File: src/hw/rtl/mrr_pkg.sv
// mrr_pkg: shared constants and types for the miller-rabin round core
// no dependencies
package mrr_pkg;
   localparam int WordBitsDefault = 64;
   localparam int RandBits = 31;

   typedef enum logic [1:0] {
      MM_MUL = 2'd0,
      MM_SQR = 2'd1
   } mm_op_type;
endpackage

File: src/hw/rtl/mrr_modmul.sv
// mrr_modmul: bit-serial modular multiplier, one multiplier bit per cycle
// depends on mrr_pkg
module mrr_modmul #(
   parameter int W = mrr_pkg::WordBitsDefault
) (
   input  logic         clock,
   input  logic         reset,
   input  logic         start,
   input  logic [W-1:0] a,
   input  logic [W-1:0] b,
   input  logic [W-1:0] m,
   output logic         done,
   output logic [W-1:0] p
);
   import mrr_pkg::*;
   localparam int CW = $clog2(W + 1);

   logic [W-1:0]  acc_ff, acc_in, b_ff, b_in;
   logic [CW-1:0] cnt_ff, cnt_in;
   logic          busy_ff, busy_in, done_ff, done_in;
   logic [W:0]    dbl, dsub, ad, asub;
   logic [W-1:0]  t1, t2;

   always_comb begin
      dbl  = {acc_ff, 1'b0};
      dsub = dbl - {1'b0, m};
      t1   = dsub[W] ? dbl[W-1:0] : dsub[W-1:0];
      ad   = {1'b0, t1} + {1'b0, a};
      asub = ad - {1'b0, m};
      t2   = b_ff[W-1] ? (asub[W] ? ad[W-1:0] : asub[W-1:0]) : t1;
      acc_in  = acc_ff;
      b_in    = b_ff;
      cnt_in  = cnt_ff;
      busy_in = busy_ff;
      done_in = 1'b0;
      if (start) begin
         acc_in  = '0;
         b_in    = b;
         cnt_in  = CW'(W);
         busy_in = 1'b1;
      end else if (busy_ff) begin
         acc_in = t2;
         b_in   = {b_ff[W-2:0], 1'b0};
         cnt_in = cnt_ff - CW'(1);
         if (cnt_ff == CW'(1)) begin
            busy_in = 1'b0;
            done_in = 1'b1;
         end
      end
   end

   always_ff @(posedge clock) begin
      if (reset) begin
         busy_ff <= 1'b0;
         done_ff <= 1'b0;
         cnt_ff  <= '0;
      end else begin
         busy_ff <= busy_in;
         done_ff <= done_in;
         cnt_ff  <= cnt_in;
      end
      acc_ff <= acc_in;
      b_ff   <= b_in;
   end

   assign done = done_ff;
   assign p    = acc_ff;
endmodule

File: src/hw/rtl/mrr_modred.sv
// mrr_modred: bit-serial remainder of a small value by den (restoring)
// depends on mrr_pkg
module mrr_modred #(
   parameter int W = mrr_pkg::WordBitsDefault
) (
   input  logic                            clock,
   input  logic                            reset,
   input  logic                            start,
   input  logic [mrr_pkg::RandBits-1:0]    num,
   input  logic [W-1:0]                    den,
   output logic                            done,
   output logic [W-1:0]                    rem
);
   import mrr_pkg::*;
   localparam int CW = $clog2(RandBits + 1);

   logic [W-1:0]        rem_ff, rem_in;
   logic [RandBits-1:0] num_ff, num_in;
   logic [CW-1:0]       cnt_ff, cnt_in;
   logic                busy_ff, busy_in, done_ff, done_in;
   logic [W:0]          sh, sub;

   always_comb begin
      sh  = {rem_ff, num_ff[RandBits-1]};
      sub = sh - {1'b0, den};
      rem_in  = rem_ff;
      num_in  = num_ff;
      cnt_in  = cnt_ff;
      busy_in = busy_ff;
      done_in = 1'b0;
      if (start) begin
         rem_in  = '0;
         num_in  = num;
         cnt_in  = CW'(RandBits);
         busy_in = 1'b1;
      end else if (busy_ff) begin
         rem_in = sub[W] ? sh[W-1:0] : sub[W-1:0];
         num_in = {num_ff[RandBits-2:0], 1'b0};
         cnt_in = cnt_ff - CW'(1);
         if (cnt_ff == CW'(1)) begin
            busy_in = 1'b0;
            done_in = 1'b1;
         end
      end
   end

   always_ff @(posedge clock) begin
      if (reset) begin
         busy_ff <= 1'b0;
         done_ff <= 1'b0;
         cnt_ff  <= '0;
      end else begin
         busy_ff <= busy_in;
         done_ff <= done_in;
         cnt_ff  <= cnt_in;
      end
      rem_ff <= rem_in;
      num_ff <= num_in;
   end

   assign done = done_ff;
   assign rem  = rem_ff;
endmodule

File: src/hw/rtl/miller_rabin_round_core.sv
// miller_rabin_round_core: one miller-rabin round per item on a WORD_BITS candidate
// depends on mrr_pkg, mrr_modmul, mrr_modred
//
// One item is taken at a time, and only while the output register is empty. Trivial
// candidates (below two, two, three, even) go from the check state straight to the
// output state. Other candidates first reduce the random word to a witness, then run
// modular products: for d, one squaring per exponent bit plus one multiply per set
// bit, then up to r-1 squarings; at most 2*W-2 products per round. All products go
// through one bit-serial shift-and-add modular multiplier; a result waits in the
// output register until taken.
module miller_rabin_round_core #(
   parameter int WORD_BITS = mrr_pkg::WordBitsDefault
) (
   input  logic        clock,
   input  logic        reset,
   input  logic        req_tvalid,
   output logic        req_tready,
   input  logic [95:0] req_tdata,   // candidate[63:0], random_word[94:64], zero pad
   input  logic        req_tlast,   // last_round
   output logic        rsp_tvalid,
   input  logic        rsp_tready,
   output logic [63:0] rsp_tdata,   // witness[63:0]
   output logic [2:0]  rsp_tuser    // round_composite, done_res, verdict
);
   import mrr_pkg::*;
   localparam int W  = WORD_BITS;
   localparam int EW = $clog2(W + 1);

   typedef enum logic [3:0] {
      S_IDLE, S_CHECK, S_RED, S_REDW, S_SPLIT, S_EXP, S_EXPW, S_TEST,
      S_LOOP, S_LOOPW, S_OUT
   } state_type;

   state_type      state_ff;
   logic [W-1:0]   n_ff, d_ff, a_ff, x_ff, base_ff;
   logic [RandBits-1:0] rw_ff;
   logic           last_ff;
   logic [EW-1:0]  r_ff, j_ff;
   logic           ph_ff;  // 0: multiply step, 1: squaring step of pow
   logic           out_v_ff;
   logic [63:0]    out_w_ff;
   logic [2:0]     out_u_ff;

   logic           mm_start, mm_done, rd_start, rd_done;
   logic [W-1:0]   mm_a, mm_b, mm_p, rd_rem;
   logic [W-1:0]   nm1;
   mm_op_type      mm_op;
   logic           mm_start_ff;

   assign nm1 = n_ff - W'(1);

   assign mm_a = (mm_op == MM_SQR) ? base_ff : x_ff;
   assign mm_b = (state_ff == S_LOOPW || state_ff == S_LOOP) ? x_ff : base_ff;
   assign mm_op = (state_ff == S_EXPW && ph_ff) ? MM_SQR : MM_MUL;

   mrr_modmul #(.W(W)) u_mul (
      .clock(clock), .reset(reset), .start(mm_start),
      .a((state_ff == S_LOOPW || state_ff == S_LOOP) ? x_ff : mm_a),
      .b(mm_b), .m(n_ff), .done(mm_done), .p(mm_p)
   );

   mrr_modred #(.W(W)) u_red (
      .clock(clock), .reset(reset), .start(rd_start), .num(rw_ff),
      .den(n_ff - W'(3)), .done(rd_done), .rem(rd_rem)
   );

   assign rd_start = (state_ff == S_RED);
   assign mm_start = mm_start_ff;

   always_ff @(posedge clock) begin
      if (reset) begin
         state_ff    <= S_IDLE;
         out_v_ff    <= 1'b0;
         mm_start_ff <= 1'b0;
         ph_ff       <= 1'b0;
      end else begin
         mm_start_ff <= 1'b0;
         if (out_v_ff && rsp_tready)
            out_v_ff <= 1'b0;
         case (state_ff)
            S_IDLE: begin
               if (req_tvalid && req_tready) begin
                  n_ff    <= req_tdata[W-1:0];
                  rw_ff   <= req_tdata[64 +: RandBits];
                  last_ff <= req_tlast;
                  state_ff <= S_CHECK;
               end
            end
            S_CHECK: begin
               out_w_ff <= '0;
               if (n_ff == W'(2) || n_ff == W'(3)) begin
                  out_u_ff <= 3'b011;
                  state_ff <= S_OUT;
               end else if (n_ff < W'(2) || !n_ff[0]) begin
                  out_u_ff <= 3'b010;
                  state_ff <= S_OUT;
               end else begin
                  d_ff     <= nm1;
                  r_ff     <= '0;
                  state_ff <= S_RED;
               end
            end
            S_RED: state_ff <= S_REDW;
            S_REDW: begin
               if (d_ff[0] == 1'b0) begin
                  d_ff <= {1'b0, d_ff[W-1:1]};
                  r_ff <= r_ff + EW'(1);
               end
               if (rd_done) state_ff <= S_SPLIT;
            end
            S_SPLIT: begin
               if (d_ff[0] == 1'b0) begin
                  d_ff <= {1'b0, d_ff[W-1:1]};
                  r_ff <= r_ff + EW'(1);
               end else begin
                  a_ff     <= rd_rem + W'(2);
                  base_ff  <= rd_rem + W'(2);
                  x_ff     <= W'(1);
                  ph_ff    <= 1'b0;
                  state_ff <= S_EXP;
               end
            end
            S_EXP: begin
               if (d_ff == '0) begin
                  state_ff <= S_TEST;
               end else if (!ph_ff && d_ff[0]) begin
                  mm_start_ff <= 1'b1;
                  state_ff    <= S_EXPW;
               end else begin
                  ph_ff       <= 1'b1;
                  mm_start_ff <= 1'b1;
                  state_ff    <= S_EXPW;
               end
            end
            S_EXPW: begin
               if (mm_done) begin
                  if (ph_ff) begin
                     base_ff <= mm_p;
                     d_ff    <= {1'b0, d_ff[W-1:1]};
                     ph_ff   <= 1'b0;
                  end else begin
                     x_ff  <= mm_p;
                     ph_ff <= 1'b1;
                  end
                  state_ff <= S_EXP;
               end
            end
            S_TEST: begin
               j_ff     <= EW'(1);
               out_w_ff <= 64'(a_ff);
               if (x_ff == W'(1) || x_ff == nm1) begin
                  out_u_ff <= {1'b0, last_ff, last_ff};
                  state_ff <= S_OUT;
               end else
                  state_ff <= S_LOOP;
            end
            S_LOOP: begin
               if (j_ff >= r_ff) begin
                  out_u_ff <= 3'b110;
                  state_ff <= S_OUT;
               end else begin
                  mm_start_ff <= 1'b1;
                  state_ff    <= S_LOOPW;
               end
            end
            S_LOOPW: begin
               if (mm_done) begin
                  x_ff <= mm_p;
                  j_ff <= j_ff + EW'(1);
                  if (mm_p == nm1) begin
                     out_u_ff <= {1'b0, last_ff, last_ff};
                     state_ff <= S_OUT;
                  end else
                     state_ff <= S_LOOP;
               end
            end
            S_OUT: begin
               if (!out_v_ff) begin
                  out_v_ff <= 1'b1;
                  state_ff <= S_IDLE;
               end
            end
            default: state_ff <= S_IDLE;
         endcase
      end
   end

   assign req_tready = (state_ff == S_IDLE) && !out_v_ff;
   assign rsp_tvalid = out_v_ff;
   assign rsp_tdata  = out_w_ff;
   assign rsp_tuser  = {out_u_ff[0], out_u_ff[1], out_u_ff[2]};
endmodule

File: config.mk
export PLATFORM = sky130hd
export DESIGN_NAME = miller_rabin_round_core
export DESIGN_NICKNAME = d
export VERILOG_FILES = /design/src/hw/rtl/mrr_pkg.sv /design/src/hw/rtl/mrr_modmul.sv /design/src/hw/rtl/mrr_modred.sv /design/src/hw/rtl/miller_rabin_round_core.sv
export SDC_FILE = /design/constraint.sdc
export NUM_CORES = 2
export LEC_CHECK = 0
export ABC_AREA = 0
export ABC_CLOCK_PERIOD_IN_PS = 28300
export BUFFER_PORTS_ARGS = -buffer_cell sky130_fd_sc_hd__buf_2
export CAP_MARGIN = 10
export CORE_ASPECT_RATIO = 1.1
export CORE_MARGIN = 2
export CORE_UTILIZATION = 50
export DETAILED_ROUTE_END_ITERATION = 6
export PLACE_DENSITY = 0.66
export REMOVE_ABC_BUFFERS = 1
export SLEW_MARGIN = 30
export SYNTH_ARGS = -nofsm -noshare
export SYNTH_HDL_FRONTEND = slang
export SYNTH_HIERARCHICAL = 1
export SYNTH_SLANG_ARGS = --single-unit
File: constraint.sdc
create_clock -name clock -period 28.3 [get_ports clock]
set_clock_uncertainty 0.1 [all_clocks]
set_input_delay 1.415 -clock clock [delete_from_list [all_inputs] [get_ports clock]]
set_output_delay 1.415 -clock clock [all_outputs]
set_load 0.05 [all_outputs]
# [Word level (Yosys, flattened, before mapping)]
# Index checks and enable logic that the tools add are counted.
[word_totals] output_inout_bits=69 reg_bits=679 inputBits=101 wordCells=196
[classes] reduce_logical=40 add_sub_neg=11 n_eq_ne=35 muxes=78 bitwise=3 n_lt_le_gt_ge=2
[op_table] operator="64-bit 2-to-1 mux" n=21
[op_table] operator="64-bit case mux with 3 select lines" n=2
[op_table] operator="64-bit case mux with 2 select lines" n=2
[op_table] operator="65-bit by 64-bit subtractor with 65-bit output" n=3
[op_table] operator="64-bit by 2-bit == test with 1-bit output (second input constant)" n=2
[op_table] operator="64-bit == test" n=2
[op_table] operator="64-bit by 64-bit adder with 65-bit output" n=1
[op_table] operator="64-bit by 2-bit adder with 64-bit output (second input constant)" n=1
[op_table] operator="64-bit by 1-bit == test with 1-bit output (second input constant)" n=1
[op_table] operator="64-bit zero test" n=1
[op_table] operator="64-bit by 2-bit less-than comparator with 1-bit output (second input constant)" n=1
[op_table] operator="64-bit by 1-bit subtractor with 64-bit output (second input constant)" n=1
[op_table] operator="64-bit by 2-bit subtractor with 64-bit output (second input constant)" n=1
[op_table] operator="31-bit 2-to-1 mux" n=2
[op_table] operator="4-bit case mux with 11 select lines" n=1
[op_table] operator="7-bit 2-to-1 mux" n=6
[op_table] operator="4-bit 2-to-1 mux" n=8
[op_table] operator="7-bit case mux with 2 select lines" n=2
[op_table] operator="2-bit != test (second input constant)" n=11
[op_table] operator="1-bit 2-to-1 mux" n=20
[op_table] operator="3-bit 2-to-1 mux" n=6
[op_table] operator="6-bit AND reduction" n=3
[op_table] operator="4-bit by 3-bit == test with 1-bit output (second input constant)" n=4
[op_table] operator="5-bit AND reduction" n=3
[op_table] operator="30 further kinds" n=64

# [Longest topological paths before layout]
[logic_depth] word_depth=10 depth_mapped=40 depth_no_buf=36

# [Hierarchy]
# The synthesis kept the hierarchy.
[by_module_without_submodules] mod="miller_rabin_round_core" seq_area_each_um2=13142.6 area_each_um2=25145.4 instances=1 cells_per_inst=2271
[by_module_without_submodules] mod="mrr_modmul" seq_area_each_um2=3383.2 area_each_um2=18639.1 instances=1 cells_per_inst=2482
[by_module_without_submodules] mod="mrr_modred" seq_area_each_um2=2352.3 area_each_um2=8692.1 instances=1 cells_per_inst=1123

# [Worst setup path after synthesis]
# Ideal clock, no wire load.
[synth_path] path_kind="reg2reg" startpoint="register state_ff[0]" endpoint="register x_ff[0] (enable)" setup_time_ns=0.827 required_ns=27.373 n_path_buf=2 path_slack_ns=15.940 t_arrival_ns=11.433 stages_incl_launch_ff=8 period_less_slack_ns=12.360 cell_sequence="dfxtp_1 clkbuf_1 nand2b_1 nor2_1 nand2_1 buf_1 inv_1 a2111oi_0"
[synth_via] elab_chain_cells=3 word_cells_on_any_way=9 cone_classes="eq/ne (7); reduce/logical (2)"
[synth_lines] item="from (decl)" line="miller_rabin_round_core.sv:34" rtl="state_type state_ff;"
[synth_lines] item="from (signal assigned)" line="miller_rabin_round_core.sv:72" rtl="state_ff <= S_IDLE;"
[synth_lines] item="from (signal assigned)" line="miller_rabin_round_core.sv:86" rtl="state_ff <= S_CHECK;"
[synth_lines] item="from (signal assigned)" line="miller_rabin_round_core.sv:93" rtl="state_ff <= S_OUT;"
[synth_lines] item="4-bit by 3-bit == test with 1-bit output or 4-bit == test (tied branches)" line="miller_rabin_round_core.sv:80" rtl="case (state_ff)"
[synth_lines] item="2-bit != test (no source line) (tied with other cells)"
[synth_lines] item="6-bit AND reduction (no source line) *"
[synth_lines] item="to (signal assigned)" line="miller_rabin_round_core.sv:142" rtl="x_ff <= mm_p;"
[synth_lines] item="to (signal assigned)" line="miller_rabin_round_core.sv:168" rtl="x_ff <= mm_p;"
[synth_lines] item="to (decl)" line="miller_rabin_round_core.sv:35" rtl="logic [W-1:0] n_ff, d_ff, a_ff, x_ff, base_ff;"
# Mark *: on every way between the ends. The rest lies on a longest branch, timed or not.
# A chain may end at the register's enable or synchronous reset.

# [Worst setup path after layout]
[layout_path] startpoint="register n_ff[25]" endpoint="register u_mul.acc_ff[33] (netlist: u_mul/p[33])"
[layout_via] elab_chain_cells=6
[layout_lines] item="from (decl)" line="miller_rabin_round_core.sv:35"
[layout_lines] item="from (signal assigned)" line="miller_rabin_round_core.sv:83" rtl="n_ff <= req_tdata[W-1:0];"
[layout_lines] item="65-bit by 64-bit subtractor with 65-bit output" line="mrr_modmul.sv:26" rtl="dsub = dbl - {1'b0, m};"
[layout_lines] item="64-bit 2-to-1 mux" line="mrr_modmul.sv:27" rtl="t1 = dsub[W] ? dbl[W-1:0] : dsub[W-1:0];"
[layout_lines] item="64-bit by 64-bit adder with 65-bit output" line="mrr_modmul.sv:28" rtl="ad = {1'b0, t1} + {1'b0, a};"
[layout_lines] item="65-bit by 64-bit subtractor with 65-bit output" line="mrr_modmul.sv:29" rtl="asub = ad - {1'b0, m};"
[layout_lines] item="64-bit 2-to-1 mux" line="mrr_modmul.sv:30" rtl="t2 = b_ff[W-1] ? (asub[W] ? ad[W-1:0] : asub[W-1:0]) : t1;"
[layout_lines] item="64-bit 2-to-1 mux *" line="mrr_modmul.sv:30"
[layout_lines] item="to (signal assigned)" line="mrr_modmul.sv:62" rtl="acc_ff <= acc_in;"
[layout_lines] item="to (decl)" line="mrr_modmul.sv:18" rtl="logic [W-1:0] acc_ff, acc_in, b_ff, b_in;"
# Marks and branches as above.

==> impl_metrics.json <==
{
  "postCtsHoldBufs": 0,
  "synth-main-ff-cell": "sky130_fd_sc_hd__edfxtp_1",
  "violations_in_the_final_reports": "design-rule violations",
  "syn_inst": 5876,
  "report.final.slew_viol_count": 0,
  "cts_resized": 0,
  "drtPass1Iterations": 7,
  "grt_remaining_overflow": 0,
  "dp_worst_setup_slack_ps": 15920,
  "cp_data_arrival_time_ps": 13350,
  "use_met1": 0.504,
  "grt_antenna_before_repair": 11,
  "hold_class": "flop to flop",
  "route.vias.total": 47700,
  "path_common_cell": "sky130_fd_sc_hd__a21oi_1",
  "worst_slew_margin_rel": 0.204,
  "die_y_microns": 344,
  "outcome": "complete, but fails checks",
  "achievable_freq_mhz": 77.6,
  "ant_nets": 0,
  "vias_per_cell": 6.51,
  "min_to": "u_mul/cnt_ff[0]",
  "synth-edff-count": 528,
  "fraction_of_final_layout_cells_with_drive_strength_greater_than_1": 0.134,
  "hold_path_depth": 2,
  "globalplace.congestion": 1.03,
  "r2r-end": "u_mul/p[33]",
  "first_global_vias": 44600,
  "cts.htree.levels": 3,
  "fp-row-count": 124,
  "layout-area-overhead-vs-synth_pct": 8.96,
  "tns_ps": 0,
  "floorplan.die.width_microns": 313,
  "max_cap_violations": 0,
  "timing.reg2reg.worst_path_depth": 36,
  "crit_required_ps": 28760,
  "dieArea_sq_um": 108000,
  "yosysWarningCount": 6,
  "total_drc_errors_in_the_routed_layout": 1,
  "synth.top_cell.area_share": 0.302,
  "synth.yosys.seq_area_share": 0.360,
  "clock-sinks": 679,
  "critPathMaxStageDelay_ps": 900,
  "initial_utilization": 0.505,
  "register_to_register_setup_slack_ps": 15410,
  "syn_area_per_cell_sq_um": 8.93,
  "grt_busiest_layer": "met2",
  "hold_ws_ps": 396,
  "postSynthRegisterBits": 679,
  "cts_buffer_depth": 3,
  "groute.usage.overall": 0.392,
  "wire_length_of_the_first_global_routing_pass_microns": 308000,
  "postSynth.asyncResetShare": 0,
  "maximum_number_of_pins_on_one_net_before_global_route_repair": 84,
  "top_level_ports": 170,
  "critical_path.max_fanout": 71,
  "setup-violations-final": 0,
  "reg2reg_from": "n_ff[25]",
  "startpoint_type": "flop",
  "final_net_count": 6249,
  "ctsRootBufferMaster": "sky130_fd_sc_hd__clkbuf_16",
  "setup.worst_path.end_class": "flop",
  "portBuffers": 168,
  "layout_min_cycle_time_ps": 12890,
  "post-route-period-util": 0.455,
  "clk-insertion-delay-late_ps": 680,
  "grt_use_met2": 0.626,
  "max_slew.worst_pin.slew_ps": 1160,
  "hpwlAfterDp_microns": 170000,
  "hold_path_startpoint": "u_mul/cnt_ff[0]",
  "worstSetupPathType": "flop to flop",
  "yosysMostFrequentCell": "sky130_fd_sc_hd__nand2_1",
  "critPathSlowestCell": "sky130_fd_sc_hd__edfxtp_1",
  "wirelength_microns": 217000,
  "final.setup.worst_slack_ps": 15410,
  "postCtsSetupBuffers": 0,
  "cts_tree": "built",
  "ys_top_cells_by_area": "sky130_fd_sc_hd__edfxtp_1 (30%), sky130_fd_sc_hd__ha_1 (6.5%), sky130_fd_sc_hd__mux2_2 (5.8%), sky130_fd_sc_hd__dfxtp_1 (5.8%), sky130_fd_sc_hd__xnor2_1 (5.7%)",
  "drt_iter0_drc": 6150,
  "most_instantiated_cells_after_synthesis": "sky130_fd_sc_hd__nand2_1 (583), sky130_fd_sc_hd__edfxtp_1 (528), sky130_fd_sc_hd__nor2_1 (447)",
  "cts-buffers-inserted": 80,
  "gr-usage-met3": 0.0619,
  "final_hold_violating_endpoints": 0,
  "yosys.area.top_type": "sky130_fd_sc_hd__edfxtp_1",
  "synth.lib_cells_used.distinct": 115,
  "avg_wl_per_cell_microns": 29.6,
  "core_region_area_sq_um": 104000,
  "clkTransAtPathRegs_ps": 60,
  "post_synth_instance_area_sq_um": 52500,
  "rsz_0062_raised_after_global_routing": "no"
}
-- per-stage QoR --
| step | utilization | std cells | instance area, sq um |
|---|---|---|---|
| global route | 0.550 | 7324 | 57200 |
| global placement | 0.524 | 7174 | 54500 |
| CTS | 0.549 | 7321 | 57100 |
| floorplan | - | 5530 | 51100 |
| detailed placement | 0.525 | 7174 | 54600 |
| finish | 0.550 | 7325 | 57200 |
-- cell usage in the layout (no fill, tap or decap), types with 93 or more instances in the layout --
| cell | synthesis | layout |
|---|---|---|
| sky130_fd_sc_hd__a21o_1 | 108 | 108 |
| sky130_fd_sc_hd__a21oi_1 | 402 | 400 |
| sky130_fd_sc_hd__and2_1 | 93 | 93 |
| sky130_fd_sc_hd__buf_2 | 56 | 168 |
| sky130_fd_sc_hd__dfxtp_1 | 151 | 149 |
| sky130_fd_sc_hd__edfxtp_1 | 528 | 528 |
| sky130_fd_sc_hd__ha_1 | 272 | 272 |
| sky130_fd_sc_hd__inv_1 | 267 | 266 |
| sky130_fd_sc_hd__mux2_2 | 269 | 269 |
| sky130_fd_sc_hd__nand2_1 | 583 | 581 |
| sky130_fd_sc_hd__nand3_1 | 164 | 164 |
| sky130_fd_sc_hd__nand4_1 | 162 | 162 |
| sky130_fd_sc_hd__nor2_1 | 447 | 440 |
| sky130_fd_sc_hd__nor3_1 | 104 | 101 |
| sky130_fd_sc_hd__nor4_1 | 101 | 93 |
| sky130_fd_sc_hd__o21ai_0 | 382 | 382 |
| sky130_fd_sc_hd__xnor2_1 | 342 | 341 |
| sky130_fd_sc_hd__xor2_1 | 183 | 182 |
-- how the worst max path moves through the flow --
stage / slack (ps) / from / to / cells past startpoint
floorplan: 13390 / state_ff[1] / x_ff[0] / 5
global placement: 15850 / n_ff[25] / u_mul/p[33] / 33
detailed placement: 15920 / n_ff[25] / u_mul/p[33] / 35
CTS: 15850 / n_ff[25] / u_mul/p[33] / 35
global route: 15090 / n_ff[25] / u_mul/p[26] / 37
finish: 15410 / n_ff[25] / u_mul/p[33] / 36
-- state kept, by name, indices dropped and copies added (netlist names), 7 cells and up --
register,count
n_ff,64
u_mul/b_ff,64
rsp_tdata,64
x_ff,64
u_mul/p,64
j_ff,7
a_ff,64
rw_ff,31
d_ff,64
u_red/rem,64
u_mul/cnt_ff,7
base_ff,64
r_ff,7
u_red/num_ff,31
-- per-layer routing --
| metal | up-vias | wire (microns) | part of all wire |
|---|---|---|---|
| met5 | - | 55 | 0.00025 |
| met4 | 8 | 14800 | 0.069 |
| met3 | 567 | 18000 | 0.083 |
| met2 | 2526 | 97500 | 0.45 |
| met1 | 23000 | 86200 | 0.40 |
| li1 | 21600 | - | - |
-- cell type report --
type | count | area [sq um]
Timing Repair Buffer | 260 | 1570
Multi-Input combinational cell | 4582 | 31400
Inverter | 269 | 1010
Antenna cell | 2 | 5.00
Clock buffer | 97 | 2070
Clock inverter | 50 | 482
Sequential cell | 679 | 18900
Fill cell | 9659 | 46800
Tap cell | 1386 | 1730
-- cells by family after synthesis --
group                    Yosys count  synth area share
multiplexers                     304            0.0644
flip-flops                       679             0.360
adder cells (fa/ha/maj)          276            0.0664
AO/OA/AOI/OAI                   1460             0.180
XOR/XNOR                         541            0.0942
AND/OR/NAND/NOR                 2001             0.189
buffers and inverters            615            0.0464
-- critical path: cells and delay by family (launching register included) --
family	cells	cell delay (ps)
mux	1	480
xor+xnor	3	1130
fa+ha+maj	3	1310
simple gates	2	330
buf+inv	5	2140
compound gates	22	6310
flops	1	900
Power is not shown: default switching activity piles up to over one toggle a cycle in this logic, so the estimate is an artifact.
